[src/rtl/tdp_pkg.sv]
`default_nettype none
package tdp_pkg;

    localparam logic [7:0] CHAR_TAB   = 8'd9;
    localparam logic [7:0] CHAR_CR    = 8'd13;
    localparam logic [7:0] CHAR_SPACE = 8'd32;
    localparam logic [7:0] CHAR_DOT   = 8'd46;
    localparam logic [7:0] CHAR_ZERO  = 8'd48;
    localparam logic [7:0] CHAR_NINE  = 8'd57;
    localparam logic [7:0] CHAR_COLON = 8'd58;

    localparam logic [6:0] HOUR_MAX   = 7'd23;
    localparam logic [6:0] MINUTE_MAX = 7'd59;
    localparam logic [2:0] FRAC_PLACES = 3'd6;

    localparam int unsigned TIME_W  = 37;
    localparam int unsigned FRAC_W  = 20;
    localparam int unsigned MINS_W  = 13;
    localparam int unsigned SECS_W  = 19;
    localparam int unsigned FIELD_W = 7;

    typedef enum logic [1:0]
    {
        FLD_NONE,
        FLD_HOUR,
        FLD_MINUTE,
        FLD_SECOND
    } field_sel_t;

    typedef struct packed
    {
        logic is_digit;
        logic is_space;
        logic is_colon;
        logic is_dot;
        logic field_full;
        logic out_full;
    } dp_status_t;

    typedef struct packed
    {
        field_sel_t start_sel;
        field_sel_t add_sel;
        logic       add_frac;
        logic       step_mins;
        logic       step_secs;
        logic       step_out;
        logic       parse_ok;
    } dp_cmd_t;

    function automatic logic [FRAC_W-1:0] frac_weight(input logic [2:0] place);
        logic [FRAC_W-1:0] w;
        case (place)
            3'd0:    w = 20'd100000;
            3'd1:    w = 20'd10000;
            3'd2:    w = 20'd1000;
            3'd3:    w = 20'd100;
            3'd4:    w = 20'd10;
            3'd5:    w = 20'd1;
            default: w = 20'd0;
        endcase
        return w;
    endfunction

endpackage
`default_nettype wire

[src/rtl/tdp_datapath.sv]
`default_nettype none
module tdp_datapath
    import tdp_pkg::*;
(
    input  wire logic              clk,
    input  wire logic              rst_n,
    input  wire logic [7:0]        char_code,
    input  wire dp_cmd_t           cmd,
    output dp_status_t             status,
    output logic [TIME_W-1:0]      time_micros,
    output logic                   valid_res,
    output logic                   out_valid,
    input  wire logic              out_ready
);

    logic [FIELD_W-1:0] hour_reg, hour_next;
    logic [FIELD_W-1:0] minute_reg, minute_next;
    logic [FIELD_W-1:0] second_reg, second_next;
    logic [1:0]         digits_reg, digits_next;
    logic [FRAC_W-1:0]  frac_reg, frac_next;
    logic [2:0]         place_reg, place_next;
    logic [MINS_W-1:0]  mins_reg, mins_next;
    logic [SECS_W-1:0]  secs_reg, secs_next;
    logic               range_ok_reg, range_ok_next;
    logic [TIME_W-1:0]  time_reg, time_next;
    logic               valid_res_reg, valid_res_next;
    logic               out_valid_reg, out_valid_next;
    logic [3:0]         digit;
    logic [23:0]        frac_term;
    logic [TIME_W-1:0]  time_full;

    function automatic logic [FIELD_W-1:0] append_digit(input logic [FIELD_W-1:0] f,
                                                        input logic [3:0] d);
        logic [10:0] w;
        w = {4'b0, f} * 11'd10 + {7'b0, d};
        return w[FIELD_W-1:0];
    endfunction

    assign digit = char_code[3:0];

    always_comb
    begin
        status.is_digit   = (char_code >= CHAR_ZERO) && (char_code <= CHAR_NINE);
        status.is_space   = (char_code == CHAR_SPACE) ||
                            ((char_code >= CHAR_TAB) && (char_code <= CHAR_CR));
        status.is_colon   = (char_code == CHAR_COLON);
        status.is_dot     = (char_code == CHAR_DOT);
        status.field_full = (digits_reg == 2'd2);
        status.out_full   = out_valid_reg;
    end

    assign frac_term = {20'b0, digit} * {4'b0, frac_weight(place_reg)};
    assign time_full = {18'b0, secs_reg} * 37'd1000000 + {17'b0, frac_reg};

    always_comb
    begin
        hour_next      = hour_reg;
        minute_next    = minute_reg;
        second_next    = second_reg;
        digits_next    = digits_reg;
        frac_next      = frac_reg;
        place_next     = place_reg;
        mins_next      = mins_reg;
        secs_next      = secs_reg;
        range_ok_next  = range_ok_reg;
        time_next      = time_reg;
        valid_res_next = valid_res_reg;
        out_valid_next = out_valid_reg && !out_ready;

        case (cmd.start_sel)
            FLD_HOUR:   hour_next   = {3'b0, digit};
            FLD_MINUTE: minute_next = {3'b0, digit};
            FLD_SECOND: second_next = {3'b0, digit};
            default:    ;
        endcase
        case (cmd.add_sel)
            FLD_HOUR:   hour_next   = append_digit(hour_reg, digit);
            FLD_MINUTE: minute_next = append_digit(minute_reg, digit);
            FLD_SECOND: second_next = append_digit(second_reg, digit);
            default:    ;
        endcase

        if (cmd.start_sel != FLD_NONE)
            digits_next = 2'd1;
        else if (cmd.add_sel != FLD_NONE)
            digits_next = digits_reg + 2'd1;

        if (cmd.add_frac && (place_reg < FRAC_PLACES))
        begin
            frac_next  = frac_reg + frac_term[FRAC_W-1:0];
            place_next = place_reg + 3'd1;
        end

        if (cmd.step_mins)
        begin
            mins_next     = {6'b0, hour_reg} * 13'd60 + {6'b0, minute_reg};
            range_ok_next = cmd.parse_ok && (hour_reg <= HOUR_MAX) &&
                            (minute_reg <= MINUTE_MAX) && (second_reg <= MINUTE_MAX);
        end

        if (cmd.step_secs)
            secs_next = {6'b0, mins_reg} * 19'd60 + {12'b0, second_reg};

        if (cmd.step_out)
        begin
            time_next      = range_ok_reg ? time_full : '0;
            valid_res_next = range_ok_reg;
            out_valid_next = 1'b1;
            hour_next      = '0;
            minute_next    = '0;
            second_next    = '0;
            digits_next    = '0;
            frac_next      = '0;
            place_next     = '0;
        end
    end

    always_ff @(posedge clk or negedge rst_n)
    begin
        if (!rst_n)
        begin
            hour_reg      <= '0;
            minute_reg    <= '0;
            second_reg    <= '0;
            digits_reg    <= '0;
            frac_reg      <= '0;
            place_reg     <= '0;
            range_ok_reg  <= 1'b0;
            out_valid_reg <= 1'b0;
        end
        else
        begin
            hour_reg      <= hour_next;
            minute_reg    <= minute_next;
            second_reg    <= second_next;
            digits_reg    <= digits_next;
            frac_reg      <= frac_next;
            place_reg     <= place_next;
            range_ok_reg  <= range_ok_next;
            out_valid_reg <= out_valid_next;
        end
    end

    always_ff @(posedge clk)
    begin
        mins_reg      <= mins_next;
        secs_reg      <= secs_next;
        time_reg      <= time_next;
        valid_res_reg <= valid_res_next;
    end

    assign time_micros = time_reg;
    assign valid_res   = valid_res_reg;
    assign out_valid   = out_valid_reg;

endmodule
`default_nettype wire

[src/rtl/tdp_control.sv]
`default_nettype none
module tdp_control
    import tdp_pkg::*;
(
    input  wire logic       clk,
    input  wire logic       rst_n,
    input  wire logic       in_valid,
    input  wire logic       in_last,
    output logic            in_ready,
    input  wire dp_status_t status,
    output dp_cmd_t         cmd
);

    typedef enum logic [3:0]
    {
        ST_SKIP,
        ST_HOUR,
        ST_MIN_START,
        ST_MIN,
        ST_SEC_START,
        ST_SEC,
        ST_FRAC,
        ST_DONE,
        ST_FAIL,
        ST_MUL1,
        ST_MUL2,
        ST_MUL3
    } state_t;

    state_t state_reg, state_next, parse_next;
    logic   ok_reg, ok_next;
    logic   fire;
    dp_cmd_t parse_cmd;

    assign in_ready = (state_reg != ST_MUL1) && (state_reg != ST_MUL2) &&
                      (state_reg != ST_MUL3);
    assign fire = in_valid && in_ready;

    // next parse phase and field commands for the current character
    always_comb
    begin
        parse_next = state_reg;
        parse_cmd  = '0;
        case (state_reg)
            ST_SKIP:
            begin
                if (status.is_digit)
                begin
                    parse_cmd.start_sel = FLD_HOUR;
                    parse_next = ST_HOUR;
                end
                else if (!status.is_space)
                    parse_next = ST_FAIL;
            end
            ST_HOUR:
            begin
                if (status.is_colon)
                    parse_next = ST_MIN_START;
                else if (status.is_digit && !status.field_full)
                    parse_cmd.add_sel = FLD_HOUR;
                else
                    parse_next = ST_FAIL;
            end
            ST_MIN_START:
            begin
                if (status.is_digit)
                begin
                    parse_cmd.start_sel = FLD_MINUTE;
                    parse_next = ST_MIN;
                end
                else
                    parse_next = ST_FAIL;
            end
            ST_MIN:
            begin
                if (status.is_colon)
                    parse_next = ST_SEC_START;
                else if (status.is_digit && !status.field_full)
                    parse_cmd.add_sel = FLD_MINUTE;
                else
                    parse_next = ST_FAIL;
            end
            ST_SEC_START:
            begin
                if (status.is_digit)
                begin
                    parse_cmd.start_sel = FLD_SECOND;
                    parse_next = ST_SEC;
                end
                else
                    parse_next = ST_FAIL;
            end
            ST_SEC:
            begin
                if (status.is_dot)
                    parse_next = ST_FRAC;
                else if (status.is_digit && !status.field_full)
                    parse_cmd.add_sel = FLD_SECOND;
                else
                    parse_next = ST_DONE;
            end
            ST_FRAC:
            begin
                if (status.is_digit)
                    parse_cmd.add_frac = 1'b1;
                else
                    parse_next = ST_DONE;
            end
            default: ;
        endcase
    end

    always_comb
    begin
        state_next = state_reg;
        ok_next    = ok_reg;
        cmd        = '0;
        case (state_reg)
            ST_MUL1:
            begin
                cmd.step_mins = 1'b1;
                state_next    = ST_MUL2;
            end
            ST_MUL2:
            begin
                cmd.step_secs = 1'b1;
                state_next    = ST_MUL3;
            end
            ST_MUL3:
            begin
                if (!status.out_full)
                begin
                    cmd.step_out = 1'b1;
                    state_next   = ST_SKIP;
                end
            end
            default:
            begin
                if (fire)
                begin
                    cmd = parse_cmd;
                    if (in_last)
                    begin
                        state_next = ST_MUL1;
                        ok_next    = (parse_next == ST_SEC) || (parse_next == ST_FRAC) ||
                                     (parse_next == ST_DONE);
                    end
                    else
                        state_next = parse_next;
                end
            end
        endcase
        cmd.parse_ok = ok_reg;
    end

    always_ff @(posedge clk or negedge rst_n)
    begin
        if (!rst_n)
        begin
            state_reg <= ST_SKIP;
            ok_reg    <= 1'b0;
        end
        else
        begin
            state_reg <= state_next;
            ok_reg    <= ok_next;
        end
    end

endmodule
`default_nettype wire

[src/rtl/time_of_day_text_parser.sv]
// Channel  Dir  Signals                        Item
// s_       in   s_tvalid s_tready s_tdata      one character; s_tlast ends the string
//                 s_tlast
// m_       out  m_tvalid m_tready m_tdata      one result per string
//                 m_tuser
//
// One character per cycle while a string is being read.
// After the last character the controller steps through the multiply
// chain (h*60+m, *60+s, *1000000+frac) in states MUL1, MUL2 and MUL3,
// one register per multiply.
// The result sits in an output register; the next string is read while it
// waits, and the chain stalls in its final step only while that register is full.
// Asynchronous active-low reset returns the parser to whitespace skipping.
`default_nettype none
module time_of_day_text_parser
    import tdp_pkg::*;
(
    input  wire logic        clk,
    input  wire logic        rst_n,
    input  wire logic        s_tvalid,
    output logic             s_tready,
    input  wire logic [7:0]  s_tdata,   // [7:0] char_code
    input  wire logic        s_tlast,   // last_char
    output logic             m_tvalid,
    input  wire logic        m_tready,
    output logic [39:0]      m_tdata,   // [36:0] time_micros, [39:37] zero
    output logic             m_tuser    // [0] valid_res
);

    dp_cmd_t           cmd;
    dp_status_t        status;
    logic [TIME_W-1:0] time_micros;

    tdp_control u_control
    (
        .clk      (clk),
        .rst_n    (rst_n),
        .in_valid (s_tvalid),
        .in_last  (s_tlast),
        .in_ready (s_tready),
        .status   (status),
        .cmd      (cmd)
    );

    tdp_datapath u_datapath
    (
        .clk         (clk),
        .rst_n       (rst_n),
        .char_code   (s_tdata),
        .cmd         (cmd),
        .status      (status),
        .time_micros (time_micros),
        .valid_res   (m_tuser),
        .out_valid   (m_tvalid),
        .out_ready   (m_tready)
    );

    assign m_tdata = {3'b0, time_micros};

    a_invalid_zero: assert property (@(posedge clk) disable iff (!rst_n)
        (m_tvalid && !m_tuser) |-> (m_tdata == 40'd0))
        else $error("invalid result carries non-zero time");

    a_time_range: assert property (@(posedge clk) disable iff (!rst_n)
        m_tvalid |-> (m_tdata < 40'd86400000000))
        else $error("time beyond one day");

    a_last_stalls: assert property (@(posedge clk) disable iff (!rst_n)
        (s_tvalid && s_tready && s_tlast) |=> !s_tready)
        else $error("input taken during result computation");

endmodule
`default_nettype wire
[config.mk]
export PLATFORM = sky130hd
export DESIGN_NAME = time_of_day_text_parser
export DESIGN_NICKNAME = d
export VERILOG_FILES = /design/src/rtl/tdp_pkg.sv /design/src/rtl/tdp_datapath.sv /design/src/rtl/tdp_control.sv /design/src/rtl/time_of_day_text_parser.sv
export SDC_FILE = /design/constraint.sdc
export NUM_CORES = 1
export LEC_CHECK = 0
export BUFFER_PORTS_ARGS = -buffer_cell sky130_fd_sc_hd__buf_2
export CAP_MARGIN = 30
export CORE_MARGIN = 5
export CORE_UTILIZATION = 70
export CTS_BUF_LIST = sky130_fd_sc_hd__clkbuf_8
export DETAILED_ROUTE_END_ITERATION = 6
export PLACE_DENSITY = 0.89
export RECOVER_POWER = 100
export SYNTH_ARGS = -nofsm -noshare
export SYNTH_HDL_FRONTEND = slang
export SYNTH_SLANG_ARGS = --single-unit
[constraint.sdc]
create_clock -name clk -period 10.6 [get_ports clk]
set_clock_uncertainty 0.1 [all_clocks]
set_input_delay 2.12 -clock clk [delete_from_list [all_inputs] [get_ports clk]]
set_output_delay 2.12 -clock clk [all_outputs]
set_load 0.05 [all_outputs]
; After elaboration in Yosys (flattened, before gate mapping)
; Index checks and enable logic that the tools add are counted.
[word_totals]
reg_bits = 123
in_bits = 13
out_inout_bits = 43
word_cells = 154
[op_classes]
add_sub_neg = 9
mul = 7
n_lt_le_gt_ge = 8
n_eq_ne = 31
n_mux = 52
bitwise = 1
n_reduce_logical = 32
[op_table]
columns = op, n
row1 = $pmux 17 s6, 1
row2 = $mux 7, 9
row3 = $mux 4, 13
row4 = $mux 20, 2
row5 = $add 37x20->37, 1
row6 = $mul 19x14->31 const B, 1
row7 = $pmux 4 s7, 1
row8 = $eq 4x3->1 const B, 6
row9 = $eq 8x6->1 const B, 3
row10 = $add 7x4->7, 3
row11 = $mul 7x3->6 const B, 3
row12 = $add 20x20->20, 1
row13 = $mul 4x17->20, 1
row14 = $add 19x7->19, 1
row15 = $mux 2, 9
row16 = $mul 13x4->17 const B, 1
row17 = $le 7x6->1 const B, 2
row18 = $add 13x7->13, 1
row19 = $eq 4x4->1 const B, 3
row20 = $ne 4x4->1 const B, 3
row21 = $pmux 2 s3, 2
row22 = $pmux 4 s3, 1
row23 = $reduce_bool 3->1, 4
row24 = $logic_and 1x1->1, 11
row25 = 33 further kinds, 57

; Longest topological paths before layout
[depth]
depth_word = 12
depth_mapped = 22
ltp_nobuf = 22

; Hierarchy
; Synthesis repeated with hierarchy kept, for this count alone.
[hier_totals]
hier_cells = 1619
area_unflattened_um2 = 15612.5
[by_module_without_submodules]
columns = module, n_inst, cells_each, area_per_inst_um2, seq_area_each_um2
row1 = tdp_datapath, 1, 1539, 14978.1, 3303.2
row2 = tdp_control, 1, 76, 608.1, 125.1
row3 = time_of_day_text_parser, 1, 4, 26.3, 0.0

; Least setup slack after synthesis
; OpenSTA, ideal clock, no wires.
[synth_path]
path_type = register to register
start = register u_datapath.secs_reg[2]
end = register u_datapath.time_reg[33], in the netlist u_datapath.time_micros[33], data pin
setup_ns = 0.147
arrival_time_ns = 6.272
t_required_ns = 10.353
path_slack_ns = 4.081
path_stages_with_launch = 23
path_buffers = 1
synth_period_minus_slack_ns = 6.519
cell_sequence = edfxtp_1 > inv_1 > fa_1 > inv_1 > fa_1 > fa_1 > fa_1 > ha_1 > inv_1 > fa_1 > inv_1 > ha_1 > buf_4 > a21o_1 > a211oi_2 > or3b_1 > o21ai_2 > nor3_1 > or3_4 > nor4b_4 > nand2_2 > or4_1 > a21oi_1
[synth_between]
elab_chain_len = 2
[synth_lines]
columns = element, line_no
row1 = from (decl), tdp_datapath.sv:23  ; logic [SECS_W-1:0] secs_reg, secs_next;
row2 = from (signal assigned), tdp_datapath.sv:147  ; secs_reg <= secs_next;
row3 = $mul 19x14->31, tdp_datapath.sv:53  ; assign time_full = {18'b0, secs_reg} * 37'd1000000 + {17'b0, frac_reg};
row4 = $add 37x20->37, tdp_datapath.sv:53
row5 = to (signal assigned), tdp_datapath.sv:148  ; time_reg <= time_next;
row6 = to (decl), tdp_datapath.sv:25  ; logic [TIME_W-1:0] time_reg, time_next;
; Every way passes these cells.
; A chain may end at the register's enable or synchronous reset.

; Final worst setup path
[layout_path]
start = input s_tdata[2]
end = register u_datapath.frac_reg[19]
[layout_between]
elab_chain_len = 8
word_cells_on_any_way = 13
cone_classes = add/sub: 1 / mul: 1 / order compare: 2 / mux: 6 / reduce/logical: 3
[layout_lines]
columns = element, line_no
row1 = from (decl), time_of_day_text_parser.sv:22  ; input wire logic [7:0] s_tdata,
row2 = "parallel branches: the longest is 8 deep, another holds $mul 4x17->20", --
row3 = to (signal assigned), tdp_datapath.sv:137  ; frac_reg <= frac_next;
row4 = to (decl), tdp_datapath.sv:20  ; logic [FRAC_W-1:0] frac_reg, frac_next;
; Parallel ways; which one is timed is not known. The select of a mux whose other input is x is not followed.

==> qor.csv <==
stage,metric,value,unit
logic_synthesis,syn_area_per_cell,9.68,µm²
cts,htreeDepth,4,
setup_path,crit_chain,"clkbuf_1, nor2b_1, nand2_1, inv_1, a21oi_1, fa_1, inv_1, fa_1, fa_1, ha_1, a21o_1, a21o_1, a21oi_1, inv_1, o21ai_0, a211oi_1, or3_1, a31o_2, xnor2_1, o21ai_0",
cts,worstSkewPairLatency,470,ps
timing,fmaxAchievable,0.135,GHz
logic_synthesis,synth_mux_area_share,0.523,%
routing,vias,11500,
routing,wire_per_inst,17.0,µm
logic_synthesis,synth.top_cells.by_area,"fa_1 (19%), ha_1 (19%), edfxtp_1 (14%), dfrtp_1 (8.7%), inv_1 (5.6%)",
floorplan,fp.dieH,158,µm
setup_path,start_kind,primary input,
cts,cts_buffers,17,
setup_path,critPathMaxFanout,23,
cts,hold_buffers,0,
timing,setup_slack,3180,ps
floorplan,start_util,70.6,%
setup_path,ff2ff_setup_slack,3260,ps
logic_synthesis,ys_seq_area_share,22.4,%
timing,min_period,7420,ps
logic_synthesis,synth-edff-count,70,
setup_path,cp_num_cells,20,
final_layout,nets,2015,
routing,drt_first_pass_iters,6,
placement,place_congestion,0.885,
setup_path,rr_endpoint,u_datapath.time_micros[33],
final_layout,area_growth_syn_to_layout,5.66,%
placement,port_buffers,52,
cts,clock_path_buffers,2,
final_layout,largest_reg_flops,37,
setup_path,cp.required,10790,ps
global_route,grt_pass1_wl,56100,µm
min_path,holdCritStartpoint,u_datapath.frac_reg[2],
setup_path,cp_top_family,adder cells,
placement,hpwl,25600,µm
placement,dp.cells,1888,
cts,clk_pin_slew,80,ps
routing,wirelength,32600,µm
final_layout,drive_gt1_share,3.84,%
logic_synthesis,synth_top_area_cell,fa_1,
job,drv_cap,2,
cts,ctsResizeCount,0,
logic_synthesis,ys_types,73,
logic_synthesis,mappedNetlistArea,15300,µm²
logic_synthesis,yosys.area_share.simple,12.8,%
logic_synthesis,synth_top_flop_cell,edfxtp_1,
placement,dp_slack,3350,ps
routing,drt_iter0_markers,915,
logic_synthesis,ys_ff_latch,123,
final_layout,fin_cells,1920,
min_path,worstHoldPathType,flop to flop,
setup_path,crit_arrival,7610,ps
floorplan,io-pin-count,56,
routing,drc,0,
routing,vias_per_cell,6.00,
timing,finalHoldViolations,0,
logic_synthesis,ys_async_sr_fraction,43.1,%
logic_synthesis,netlist_instances,1581,
timing,final_max_slew_viol_count,106,
setup_path,cpPeakStageDelay,910,ps
timing,worst_pin_slew,3090,ps
floorplan,die_w,158,µm
timing,finalSetupViolations,0,
global_route,grt_pass1_vias,12200,
logic_synthesis,synthAdderAreaFrac,37.9,%
floorplan,coreArea,21700,µm²
cts,cts_sinks,123,
floorplan,rows,54,
logic_synthesis,synth_warnings,0,
routing,ant_nets,0,
floorplan,design.die.area,24900,µm²
outcome,status,"finished, violations left",
global_route,grt_start_max_net_pins,54,
cts,cts_tree,built,
setup_path,critPathBufInv,4,
global_route,grt_antenna_before_repair,0,
cts,cts_root_buffer,clkbuf_8,
setup_path,crit_type,primary input to flop,
timing,rsz0062_at_grt,no,
logic_synthesis,synth.top_cell.area_share,19.4,%
setup_path,critPathSlowestCell,clkbuf_1,
logic_synthesis,synth_xor_area_share,6.97,%
logic_synthesis,synth_top_family_by_area,adder cells,
logic_synthesis,synth_common_cells,"ha_1 (227), inv_1 (227), fa_1 (148)",
global_route,grt_overflow_total,0,
timing,timing.final.crit_share,70.0,%
outcome,violations,"max-capacitance violations, max-slew violations",
final_layout,diodes,0,
setup_path,worstSetupStartpoint,s_tdata[2],
logic_synthesis,synth-compound-area-share,12.8,%
setup_path,crit_end,u_datapath.frac_reg[19],
timing,setup_tns,0,ps
setup_path,reg2regPathDepth,20,
cts,postCtsSetupBuffers,0,
setup_path,end_kind,flop,
timing,max_slew_margin,-106,%
setup_path,r2r_start,u_datapath.secs_reg[1],
global_route,grt_usage,27.7,%
## worst reg2reg max path: cells and delay by family, from the launching register on
family          cells  cell delay [ps]
simple gates        4             1510
buf+inv             4              350
fa+ha+maj           7             3250
flops               1              520
compound gates      5             1470
## area by class of cell
| type | count | area, µm² |
|---|---|---|
| Clock inverter | 13 | 151 |
| Sequential cell | 123 | 3430 |
| Tap cell | 280 | 350 |
| Multi-Input combinational cell | 1198 | 10900 |
| Inverter | 227 | 852 |
| Timing Repair Buffer | 60 | 267 |
| Fill cell | 1505 | 5510 |
| Clock buffer | 19 | 262 |
## cells by family (layout without fill, tap and decap cells)
kind of cell               count (synthesis)  after routing
xor gates and xnor gates                 121            121
AOI/OAI and AO/OA                        310            310
buffers and inverters                    262            319
muxes                                      8              8
DFF                                      123            123
other                                      1              3
adders and majority gates                375            375
and+or+nand+nor                          381            381
## layer usage
metal  vias up  part of all wire [%]  global-route usage [%]
li1       5501                     -                       -
met1      5595                    40                    33.6
met2       340                    52                    50.1
met3        80                   5.5                    4.48
met4         0                   2.8                    9.83
met5         -                     0                       0
## per-stage QoR
stage	cell area [µm²]	hold WS (ps)	util, %
global route	16200	441	74.6
finish	16200	410	74.6
floorplan	15300	365	-
global placement	15800	384	72.9
CTS	16300	412	75.1
detailed placement	15900	392	73.2
## cell usage in the layout (no fill, tap or decap), types with 47 or more instances in the layout
cell type,Yosys,layout
dfrtp_1,53,53
edfxtp_1,70,70
ha_1,227,227
nand3_1,50,50
clkbuf_1,30,47
xnor2_1,87,87
inv_1,227,228
nand2_1,87,87
a21oi_1,91,91
nor2_1,76,76
o21ai_0,78,78
fa_1,148,148
## worst min path at each step
stage,endpoint,depth (start not counted)
after detailed placement,u_datapath.frac_reg[2],2
after global placement,u_datapath.frac_reg[2],2
after CTS,u_datapath.frac_reg[2],2
after floorplan,u_control.ok_reg,1
final,u_datapath.frac_reg[2],2
after global routing,u_datapath.frac_reg[2],2
Power is left out: the tool's default activity adds up to more than one toggle a clock period on the data nets, which glitch-free logic cannot reach.
